`config.mk`:
```
export PLATFORM = sky130hd
export DESIGN_NAME = rsdr_sub
export DESIGN_NICKNAME = d
export VERILOG_FILES = /design/src/rational_sub_div_reduce_core_macros.svh /design/src/rsdr_pkg.sv /design/src/rsdr_sub.sv
export SDC_FILE = /design/constraint.sdc
export NUM_CORES = 1
export LEC_CHECK = 0
export ABC_AREA = 1
export BUFFER_PORTS_ARGS = -buffer_cell sky130_fd_sc_hd__buf_2
export CORE_MARGIN = 4
export CORE_UTILIZATION = 35
export DETAILED_ROUTE_END_ITERATION = 7
export PLACE_DENSITY = 0.66
export RECOVER_POWER = 100
export SYNTH_ARGS = -nofsm -noshare
export SYNTH_HDL_FRONTEND = slang
export SYNTH_SLANG_ARGS = --single-unit
```
`constraint.sdc`:
```
create_clock -name vclk -period 2.15
set_clock_uncertainty 0.15 [all_clocks]
set_input_delay 0.215 -clock vclk [all_inputs]
set_output_delay 0.215 -clock vclk [all_outputs]
set_load 0.01 [all_outputs]
```
`src/rational_sub_div_reduce_core_macros.svh`:
```
// assertion macros for the rational subtract / divide core
// used by rational_sub_div_reduce_core, no other dependencies
`ifndef RATIONAL_SUB_DIV_REDUCE_CORE_MACROS_SVH
`define RATIONAL_SUB_DIV_REDUCE_CORE_MACROS_SVH

// clocked assertion, disabled while the active-low reset is low
`define RSDR_ASSERT(label, clk, rst_n, prop) \
    label: assert property (@(posedge clk) disable iff (!rst_n) prop) \
        else $error("rsdr assertion failed");

// implication shorthand under the same clock and reset
`define RSDR_ASSERT_IMP(label, clk, rst_n, cond, prop) \
    `RSDR_ASSERT(label, clk, rst_n, (cond) |-> (prop))

`endif

```
`src/rsdr_pkg.sv`:
```
// shared constants, codes and helpers for the rational subtract / divide core
// no dependencies
`timescale 1ns / 1ps
`default_nettype none

package rsdr_pkg;

    // field width and operand width
    localparam int FIELD_W    = 32;
    localparam int WORD_WIDTH = 32;
    localparam int PROD_W     = 2 * FIELD_W;
    localparam int CNT_W      = $clog2(PROD_W);

    // result status codes
    localparam logic [1:0] ST_OK       = 2'd0;
    localparam logic [1:0] ST_ZERO_DEN = 2'd1;
    localparam logic [1:0] ST_DIV_ZERO = 2'd2;
    localparam logic [1:0] ST_OVERFLOW = 2'd3;

    // operation select
    localparam logic ACT_SUB = 1'b0;
    localparam logic ACT_DIV = 1'b1;

    // sequencer states, one-hot
    typedef enum logic [8:0] {
        S_IDLE = 9'b000000001,
        S_MUL0 = 9'b000000010,
        S_MUL1 = 9'b000000100,
        S_MUL2 = 9'b000001000,
        S_MUL3 = 9'b000010000,
        S_DIFF = 9'b000100000,
        S_GCD  = 9'b001000000,
        S_DIV  = 9'b010000000,
        S_FIN  = 9'b100000000
    } t_state;

    // compare / subtract unit result
    typedef struct packed {
        logic [PROD_W:0] diff;
        logic            ge;
    } t_sub_res;

    // low WORD_WIDTH bits read as two's complement
    function automatic logic signed [FIELD_W-1:0] sext_word(input logic [FIELD_W-1:0] x);
        logic [FIELD_W-1:0] s;
        s = x << (FIELD_W - WORD_WIDTH);
        return $signed(s) >>> (FIELD_W - WORD_WIDTH);
    endfunction

    // signed product to order-preserving offset binary
    function automatic logic [PROD_W:0] to_offset(input logic [PROD_W-1:0] x);
        return {~x[PROD_W-1], x};
    endfunction

endpackage

`default_nettype wire

```
`src/rsdr_sub.sv`:
```
// shared wide compare and subtract unit
// depends on rsdr_pkg
`timescale 1ns / 1ps
`default_nettype none

module rsdr_sub (
    input  wire logic [rsdr_pkg::PROD_W:0] i_a,
    input  wire logic [rsdr_pkg::PROD_W:0] i_b,
    output rsdr_pkg::t_sub_res            o_res
);

    logic [rsdr_pkg::PROD_W+1:0] w_full;

    // borrow of the extended difference gives the compare
    always_comb begin
        w_full     = {1'b0, i_a} - {1'b0, i_b};
        o_res.diff = w_full[rsdr_pkg::PROD_W:0];
        o_res.ge   = ~w_full[rsdr_pkg::PROD_W+1];
    end

endmodule

`default_nettype wire

```
Word-level counts from Yosys, hierarchy flattened
Cells that the tools add are included.
W data, S select, Z words.
- flip-flop bits (word level): 0
- input bits: 130
- output and inout bits: 66
- logic and storage cells: 2
- add/sub/neg operators: 1
- bitwise operators: 1
- operators by type and width (cell ; count):
    $sub A65 B65 Y66 ; 1
    $not A1 Y1 ; 1

Depth between registers and ports, before layout
- depth in word-level cells: 2
- mapped depth: 16
- mapped depth without buffers: 16

Worst setup path before layout
Ideal clock, no wire load.
- path kind: in2out
- start: input i_a[0] (netlist name)
- end: output o_res[53] (netlist name)
- arrival: 1.684 ns
- data required time: 1.785 ns
- setup slack: 0.101 ns
- stages on the path: 13
- path buffers: 0
- path through: inv_1 -> ha_1 -> inv_1 -> fa_1 -> inv_1 -> nor2_1 -> or2_2 -> nand2_1 -> nand3_2 -> nand2_1 -> nand3_1 -> nand2_1 -> nand2_1
- RTL lines (element ; RTL line ; text):
    start, declared ; rsdr_sub.sv:7 ; input wire logic [rsdr_pkg::PROD_W:0] i_a,
    end, declared ; rsdr_sub.sv:9 ; output rsdr_pkg::t_sub_res o_res

==> summary by stage <==
STA
The final cycle utilization of the critical path is 106.1%. The worst hold-check slack is 0.6499 ns. The highest achievable clock rate is 0.4383 GHz. The hold violation count in the final report is 0.

Setup repair after global routing could not meet its margin everywhere. After layout, the worst setup slack is -0.1314 ns. Setup violations remaining at the end of the flow were counted as 31. In this run the tightest slew margin relative to its limit is between 70% and 80%. The slew at the pin closest to its max-slew limit is 0.3351 ns. The max-slew violation count is 0. For the finished layout, the period the worst path requires is 2.281 ns.

Setup path
STA classifies the critical path startpoint as a primary input. At the worst endpoint, the required time is 1.78 ns. The worst setup path is captured at an output port. In this run the worst path has a maximum fanout of 4. STA puts the critical path data arrival time at approximately 1.9 ns. The worst setup path is of the primary input to output port kind.

Worst hold path
The min-delay analysis places its worst path in the category primary input to output port.

GRT
The number of global-route vias before repair came to 8,546. The first global-routing pass estimated between 40,000 and 50,000 um of wire. The overall track demand over capacity in global routing is about 25%. The largest net degree at the start of global routing is 8. The number of antenna violations at the first check in global routing came to 0. Summed over all layers, the global routing overflow is 0.

Synthesis
The post-synthesis average cell area is 4.548 um^2. Of the synthesized area, sequential elements account for 0%. Yosys printed 0 warnings. The synthesized netlist occupies a cell area of 6409 um^2. The cell count after synthesis came out at 1,409. Counting every net in the synthesized netlist gives 1,605. The number of distinct standard cells referenced by the synthesized netlist is 24.

Finish
The finished layout holds 1,973 standard cells, fillers aside. The share of post-route cells with drive strength above 1 is 43.23%. The clock buffer count in the final layout is 0.

The net count of the finished layout is between 1,500 and 2,000. Registers take 0 um^2. Compared with the post-synthesis result, the final layout area differs by 69.02%.

0 antenna diodes ended up in the layout. The total number of sequential cells is 0.

Floorplanning
The die is around 140 um tall. The core footprint is 17,960 um^2. 196 I/O pins were placed. For this configuration, the core starts out at a cell density of around 36%. The number of rows in the core area is 49. The floorplan step set the die width to 143.3 um. The floorplan step defined a die boundary enclosing 20,540 um^2.

Drt
After detailed routing, the number of remaining DRC violations is 0. Summed over all layers, the routed wires come to 28,860 um. After detailed routing, the number of vias per cell comes to around 4.7. The initial DRC count is around 540. The average wire per standard cell is between 10 and 15 um.

The total via count after detailed routing is 9,202. The count of nets left with antenna violations once routing finished came out at 0. The number of optimization iterations in the first detailed-route pass is 5.

Place
The half-perimeter wire length after detailed placement is roughly 24,000 um. The count of buffers inserted at the top-level ports is 196. The final weighted congestion in routability-driven placement is 0.9797. The number of placed instances with taps included is between 1,500 and 2,000.

Run status
The flow ran to the end, but the final reports show violations. The checks that failed: negative setup slack.

Power and ir drop
The static leakage is between 6 and 7 nW. Dividing total power by cell area gives a power density of 307.0 nW/um^2. After layout, the design draws a total of 3.325 mW. IR analysis of the VDD net gives a maximum drop of roughly 0.20 mV.

Job
Across the run, the number of max-cap violations was 0.

Clock network
Hold repair after CTS inserted 0 buffers.
-- critical path: stages --
cell,delay [ns]
buf_6,0.10
inv_4,0.04
ha_4,0.12
inv_4,0.03
fa_2,0.39
nand2_1,0.09
nand2_1,0.07
nand3_2,0.11
nand2_4,0.08
nand2_2,0.07
nand2_2,0.05
nand2_2,0.08
nand2_4,0.08
nand2_4,0.08
nand2_2,0.05
nand2_2,0.06
nand2_1,0.05
buf_2,0.14
-- synth_stat cells (all sizes together) --
library cell,number,share of area (%)
a211oi,1,0.12
a21o,1,0.12
a21oi,45,3.5
buf,1,0.18
fa,1,0.31
ha,65,13
inv,407,24
nand2,641,38
nand3,56,4.8
nand4,10,0.98
nor2,127,8.6
nor3,16,1.6
nor4,2,0.29
o21ai,2,0.16
o21bai,1,0.12
or2,2,0.20
xor2,31,4.2
-- cells by family (layout without fill, tap and decap cells) --
kind of cell | Yosys count | in the layout | synth area share, %
AO/OA/AOI/OAI | 50 | 50 | 4.022
XOR/XNOR | 31 | 31 | 4.237
adder cells (fa/ha/maj) | 66 | 66 | 13.00
buffers and inverters | 408 | 743 | 24.01
AND/OR/NAND/NOR | 854 | 854 | 54.72
-- final timing paths --
kind                    end  depth (start not counted)  slack, ns  startpoint
hold / removal     o_res[1]                          4       0.65      i_b[0]
setup / recovery  o_res[65]                         18      -0.13      i_a[0]
-- cell usage in the layout, fill, tap and decap left out, drive strengths merged --
cell type | netlist | layout
nand2 | 641 | 641
inv | 407 | 407
buf | 1 | 334
nor2 | 127 | 127
ha | 65 | 65
nand3 | 56 | 56
a21oi | 45 | 45
xor2 | 31 | 31
nor3 | 16 | 16
nand4 | 10 | 10
nor4 | 2 | 2
o21ai | 2 | 2
clkbuf | 0 | 2
or2 | 2 | 2
a211oi | 1 | 1
a21o | 1 | 1
o21bai | 1 | 1
fa | 1 | 1
-- area by class of cell --
class,instances,area [um^2]
Fill cell,1799,7132
Inverter,407,1538
Multi-Input combinational cell,1001,6887
Tap cell,229,286.5
Timing Repair Buffer,336,2121
-- routing by layer --
layer	global-route usage, %	routed length (um)
met2	44.66	14090
met4	4.212	518
met3	1.198	1486
met5	0	0
met1	35.32	12760
-- through the flow --
stage | instance area (um^2) | utilization [%] | worst slack [ns] | TNS [ns]
after global placement | 8543 | 47.56 | -0.3069 | -8.883
after detailed placement | 8543 | 47.56 | -0.3235 | -9.773
after global routing | 10830 | 60.30 | -0.2358 | -5.685
after floorplan | 6409 | - | 0.1006 | 0
final | 10830 | 60.30 | -0.1314 | -1.671
after CTS | 9737 | 54.20 | -0.1467 | -1.523
-- what timing repair did --
item	4_1_cts	5_1_grt
setup endpoints to repair	57	56
pin swaps	37	75
buffers inserted	12	13
gates resized for setup	197	291
-- power breakdown --
part / leakage [nW] / internal (mW) / total, mW / switching, mW
Combinational: 6.52 / 1.41 / 3.32 / 1.91
Clock: 0 / 0 / 0 / 0
Sequential: 0 / 0 / 0 / 0
(Power assumes the default switching activity.)
