$ cat config.mk
export PLATFORM = sky130hd
export DESIGN_NAME = rsdr_mul
export DESIGN_NICKNAME = d
export VERILOG_FILES = /design/src/rational_sub_div_reduce_core_macros.svh /design/src/rsdr_pkg.sv /design/src/rsdr_mul.sv
export SDC_FILE = /design/constraint.sdc
export NUM_CORES = 2
export LEC_CHECK = 0
export CAP_MARGIN = 40
export CORE_ASPECT_RATIO = 0.7
export CORE_UTILIZATION = 30
export DETAILED_ROUTE_END_ITERATION = 7
export DONT_BUFFER_PORTS = 1
export PLACE_DENSITY = 0.52
export SLEW_MARGIN = 20
export SYNTH_ARGS = -nofsm -noshare
export SYNTH_HDL_FRONTEND = slang
export SYNTH_SLANG_ARGS = --single-unit
$ cat constraint.sdc
create_clock -name i_clk -period 16.3 [get_ports i_clk]
set_input_delay 1.63 -clock i_clk [delete_from_list [all_inputs] [get_ports i_clk]]
set_output_delay 1.63 -clock i_clk [all_outputs]
set_load 0.005 [all_outputs]
$ cat src/rational_sub_div_reduce_core_macros.svh
// assertion macros for the rational subtract / divide core
// used by rational_sub_div_reduce_core, no other dependencies
`ifndef RATIONAL_SUB_DIV_REDUCE_CORE_MACROS_SVH
`define RATIONAL_SUB_DIV_REDUCE_CORE_MACROS_SVH

// clocked assertion, disabled while the active-low reset is low
`define RSDR_ASSERT(label, clk, rst_n, prop) \
    label: assert property (@(posedge clk) disable iff (!rst_n) prop) \
        else $error("rsdr assertion failed");

// implication shorthand under the same clock and reset
`define RSDR_ASSERT_IMP(label, clk, rst_n, cond, prop) \
    `RSDR_ASSERT(label, clk, rst_n, (cond) |-> (prop))

`endif

$ cat src/rsdr_pkg.sv
// shared constants, codes and helpers for the rational subtract / divide core
// no dependencies
`timescale 1ns / 1ps
`default_nettype none

package rsdr_pkg;

    // field width and operand width
    localparam int FIELD_W    = 32;
    localparam int WORD_WIDTH = 32;
    localparam int PROD_W     = 2 * FIELD_W;
    localparam int CNT_W      = $clog2(PROD_W);

    // result status codes
    localparam logic [1:0] ST_OK       = 2'd0;
    localparam logic [1:0] ST_ZERO_DEN = 2'd1;
    localparam logic [1:0] ST_DIV_ZERO = 2'd2;
    localparam logic [1:0] ST_OVERFLOW = 2'd3;

    // operation select
    localparam logic ACT_SUB = 1'b0;
    localparam logic ACT_DIV = 1'b1;

    // sequencer states, one-hot
    typedef enum logic [8:0] {
        S_IDLE = 9'b000000001,
        S_MUL0 = 9'b000000010,
        S_MUL1 = 9'b000000100,
        S_MUL2 = 9'b000001000,
        S_MUL3 = 9'b000010000,
        S_DIFF = 9'b000100000,
        S_GCD  = 9'b001000000,
        S_DIV  = 9'b010000000,
        S_FIN  = 9'b100000000
    } t_state;

    // compare / subtract unit result
    typedef struct packed {
        logic [PROD_W:0] diff;
        logic            ge;
    } t_sub_res;

    // low WORD_WIDTH bits read as two's complement
    function automatic logic signed [FIELD_W-1:0] sext_word(input logic [FIELD_W-1:0] x);
        logic [FIELD_W-1:0] s;
        s = x << (FIELD_W - WORD_WIDTH);
        return $signed(s) >>> (FIELD_W - WORD_WIDTH);
    endfunction

    // signed product to order-preserving offset binary
    function automatic logic [PROD_W:0] to_offset(input logic [PROD_W-1:0] x);
        return {~x[PROD_W-1], x};
    endfunction

endpackage

`default_nettype wire

$ cat src/rsdr_mul.sv
// shared signed multiplier with registered product
// depends on rsdr_pkg
`timescale 1ns / 1ps
`default_nettype none

module rsdr_mul (
    input  wire logic                              i_clk,
    input  wire logic signed [rsdr_pkg::FIELD_W-1:0] i_a,
    input  wire logic signed [rsdr_pkg::FIELD_W-1:0] i_b,
    output logic signed [rsdr_pkg::PROD_W-1:0]   o_prod
);

    logic signed [rsdr_pkg::PROD_W-1:0] r_prod;
    logic signed [rsdr_pkg::PROD_W-1:0] n_prod;

    // full-width signed product
    always_comb begin
        n_prod = rsdr_pkg::PROD_W'(i_a) * rsdr_pkg::PROD_W'(i_b);
    end

    always_ff @(posedge i_clk) begin
        r_prod <= n_prod;
    end

    assign o_prod = r_prod;

endmodule

`default_nettype wire

==> Word-level counts from Yosys, hierarchy flattened <==
Cells that the tools add are included.
{ "totals": {"regBits": 64, "inputBits": 65, "output_inout_bits": 64} }
{ "classes": {"n_mul": 1} }
{ "ops": {"columns": ["cell", "count"], "rows": [
  ["$mul A32 B32 Y64", 1]
]} }

==> Longest topological paths before layout <==
{ "logic_depth": {"depth_word": 1, "mapped_depth": 28, "ltp_nobuf": 26} }

==> Worst setup path before layout <==
OpenSTA, ideal clock, no wires.
{ "synth_timing": {"path_kind": "input-to-reg", "startpoint": "in i_b[2] (netlist name)", "endpoint": "reg r_prod (netlist bit o_prod[63])", "arrival_time_ps": 8853, "path_slack_ps": 7327, "n_path_buf": 2, "required_time_ps": 16179, "cell_stages": 25, "cell_sequence": "clkbuf_1 nand2_1 inv_1 fa_1 fa_1 fa_1 fa_1 inv_1 fa_1 inv_1 fa_1 inv_1 fa_1 inv_1 fa_1 ha_1 clkbuf_1 nand4_1 or3_1 o21ai_0 a211oi_2 o32ai_1 nor2_1 a31o_2 xnor2_1"} }
{ "synth_via": {"elab_chain_len": 1} }
{ "synth_lines": {"columns": ["element", "line", "source"], "rows": [
  ["start: declaration", "rsdr_mul.sv:9", "input wire logic signed [rsdr_pkg::FIELD_W-1:0] i_b,"],
  ["$mul A32 B32 Y64", "rsdr_mul.sv:18", "n_prod = rsdr_pkg::PROD_W'(i_a) * rsdr_pkg::PROD_W'(i_b);"],
  ["via n_prod, one bit", "rsdr_mul.sv:14", "logic signed [rsdr_pkg::PROD_W-1:0] n_prod;"],
  ["end signal: assignment", "rsdr_mul.sv:22", "r_prod <= n_prod;"],
  ["end: declaration", "rsdr_mul.sv:13", "logic signed [rsdr_pkg::PROD_W-1:0] r_prod;"]
]} }
The timed path passes the listed nets, and every way through them passes these cells.

==> Worst setup path in the final report <==
{ "layout_timing": {"startpoint": "in i_a[31] (netlist name)", "endpoint": "reg r_prod (netlist bit o_prod[63])"} }
{ "layout_via": {"elab_chain_len": 1} }
{ "layout_lines": {"columns": ["element", "line", "source"], "rows": [
  ["start: declaration", "rsdr_mul.sv:8", "input wire logic signed [rsdr_pkg::FIELD_W-1:0] i_a,"],
  ["$mul A32 B32 Y64", "rsdr_mul.sv:18", null],
  ["via n_prod, one bit", "rsdr_mul.sv:14", null]
]} }
The timed path passes the listed nets, and every way through them passes these cells.

==> impl_metrics.json <==
{
  "worstPathRequired_ps": 16550,
  "async_flop_share": 0,
  "syn_inst": 3949,
  "tns_ps": 0,
  "critPathLaunchType": "primary input",
  "final-hold-violation-count": 0,
  "worstPathArrival_ps": 9300,
  "tightest_slew_ps": 637,
  "cp-startpoint": "i_a[31]",
  "synthTopCellsByArea": "fa_1 58%, inv_1 9.5%, and2_1 8.5%, ha_1 6.1%, nand2_1 5.2%",
  "grt_pass1_wl_mm": 176,
  "crit_type": "primary input to flop",
  "largest_reg_flops": 64,
  "worstSetupEndpoint": "o_prod[63]",
  "multi_input_area_um2": 32000,
  "yosysUniqueCellTypes": 70,
  "dieWidth_um": 425,
  "fin_crit_sh": 0.556,
  "final_area_um2": 39200,
  "io_pins": 129,
  "core_area_um2": 124000,
  "n_fill_cell": 12908,
  "globalRouteOverflowTotal": 0,
  "grt_max_degree": 33,
  "gp_congestion": 0.837,
  "clock_sinks": 64,
  "syn_to_final_growth_pct": 4.05,
  "ant_nets": 0,
  "cts_tree": "done",
  "synth_area_um2": 37600,
  "cts_buffers": 9,
  "crit_path_end_kind": "flop",
  "antenna_found_initial": 7,
  "syn-num-nets": 5280,
  "cap_violations": 0,
  "ys.warnings.count": 0,
  "outcome": "finished clean",
  "synth-main-ff-cell": "dfxtp_1",
  "crit_fanout": 32,
  "cts_max_path_buffers": 2,
  "grt_usage": 0.184,
  "regArea_um2": 1280,
  "via_per_inst": 4.57,
  "syn_area_per_cell_um2": 9.53,
  "setup_violations": 0,
  "cts_root_buffer": "clkbuf_16",
  "dpl_cell_area_um2": 38900,
  "rsz0062_at_grt": "no",
  "rows": 108,
  "die_h_um": 298,
  "hold_buffers": 0,
  "first_pass_iters": 7,
  "dieArea_um2": 127000,
  "vias": 24698,
  "cts-htree-levels": 3,
  "initial_core_util": 0.303,
  "yosysTopAreaCell": "fa_1",
  "io_buffers": 0,
  "cts_setup_buffers": 0,
  "grt_pass1_vias": 26929,
  "cts_resized": 0,
  "synth_edf_count": 0,
  "layout.nets": 5079,
  "min_path_type": "primary input to flop",
  "dp.final_hpwl_mm": 91.5,
  "fin_crit_ps": 9060,
  "max_freq_mhz": 110,
  "path_clk_slew_ps": 60,
  "wire_per_inst_um": 20.3,
  "drive_gt1_frac": 0.0147,
  "slew_violations": 0,
  "synth_seq_cells": 64,
  "min_delay_path_depth": 1,
  "routed_wl_mm": 110,
  "drt_first_iter_violations": 1877,
  "yosysSeqAreaShare": 0.0340,
  "synth_top_area_frac": 0.576,
  "drcViolationCount": 0,
  "relSlewSlack": 0.575
}
## logic make-up (layout without fill, tap and decap cells)
kind of cell    after synthesis  after routing  share of synthesized area
compound gates              204            204                     0.0384
xor+xnor                     74             74                     0.0172
fa+ha+maj                  1266           1266                      0.637
buf+inv                    1163            967                      0.117
flops                        64             64                     0.0340
other cells                   0              1                          0
simple gates               1178           1178                      0.157
## worst min path at each step
stage	start	endpoint
floorplan	i_b[0]	o_prod[0]
global placement	i_a[0]	o_prod[0]
detailed placement	i_a[0]	o_prod[0]
CTS	i_a[0]	o_prod[0]
global route	i_a[0]	o_prod[0]
finish	i_a[0]	o_prod[0]
## synthesized netlist by cell type (3+ instances only)
library cell and n:
a21oi_2 5, and2_1 513, a211o_1 5, and3_1 9
ha_1 184, a211oi_2 4, o21bai_1 4, or3_1 3
nor3_1 7, nand2b_1 13, a31o_2 3, nand3_1 17
clkbuf_1 200, a31oi_1 5, xnor2_1 52, a21oi_1 63
a21o_1 33, xor2_1 22, nor2b_1 8, o211ai_1 5
nand2_1 524, inv_1 949, nor2_1 61, o21ai_1 3
o21a_1 4, o21ai_0 36, fa_1 1082, dfxtp_1 64
buf_2 10, nand4_1 11
## worst max-delay path, cell delays in order
cell and delay (ps):
nand2_1 140, inv_1 80, fa_1 470, inv_1 240, fa_1 470, inv_1 210, fa_1 500, fa_1 810
inv_1 390, fa_1 590, inv_1 60, fa_1 540, inv_1 50, fa_1 480, inv_1 50, fa_1 450
ha_1 470, nand4_1 250, or3_1 410, o21ai_0 220, a211oi_2 110, o32ai_1 140, nor2_1 120, a31o_2 250
xnor2_1 110
## layout make-up
cell class	instances	share of cell area
multi-input cells	2722	0.816
repair buffers	2	0.000383
well taps	1650	0.0527
inverters	949	0.0910
diodes	1	0.0000639
clock inverters	6	0.000927
flip-flops and latches	64	0.0327
clock buffers	10	0.00585
## metal layers
| layer | global-route usage | share of wire | up-vias |
|---|---|---|---|
| met2 | 0.227 | 0.36 | 824 |
| li1 | - | - | 10841 |
| met1 | 0.309 | 0.52 | 13000 |
| met4 | 0.0191 | 0.0062 | 2 |
| met5 | 0 | 0.00018 | - |
| met3 | 0.0550 | 0.11 | 31 |
## cells in the final DEF, fill, tap and decap left out, drive strengths merged, types with 3 or more instances in the layout
| master | instances |
|---|---|
| or3 | 3 |
| xnor2 | 52 |
| a31oi | 6 |
| nand4 | 11 |
| nor2 | 61 |
| nand2b | 13 |
| dfxtp | 64 |
| a211oi | 7 |
| a31o | 3 |
| inv | 949 |
| a21oi | 68 |
| ha | 184 |
| clkinv | 5 |
| and2 | 514 |
| xor2 | 22 |
| clkbuf | 10 |
| o21bai | 6 |
| nand3 | 18 |
| o21ai | 42 |
| o211ai | 6 |
| a21o | 33 |
| fa | 1082 |
| a211o | 5 |
| nor2b | 8 |
| nand2 | 526 |
| and3 | 11 |
| nor3 | 7 |
| o21a | 4 |
## metrics by stage
step                instances  utilization  hold slack (ps)  setup slack [ps]
floorplan                3949            -             1760              7330
global placement         5387        0.313             1760              6980
detailed placement       5387        0.313             1760              6890
CTS                      5403        0.315             1370              7240
global route             5403        0.315             1380              6840
finish                   5404        0.315             1390              7240
Power is not shown: default switching activity piles up to over one toggle a cycle in this logic, so the estimate is an artifact.
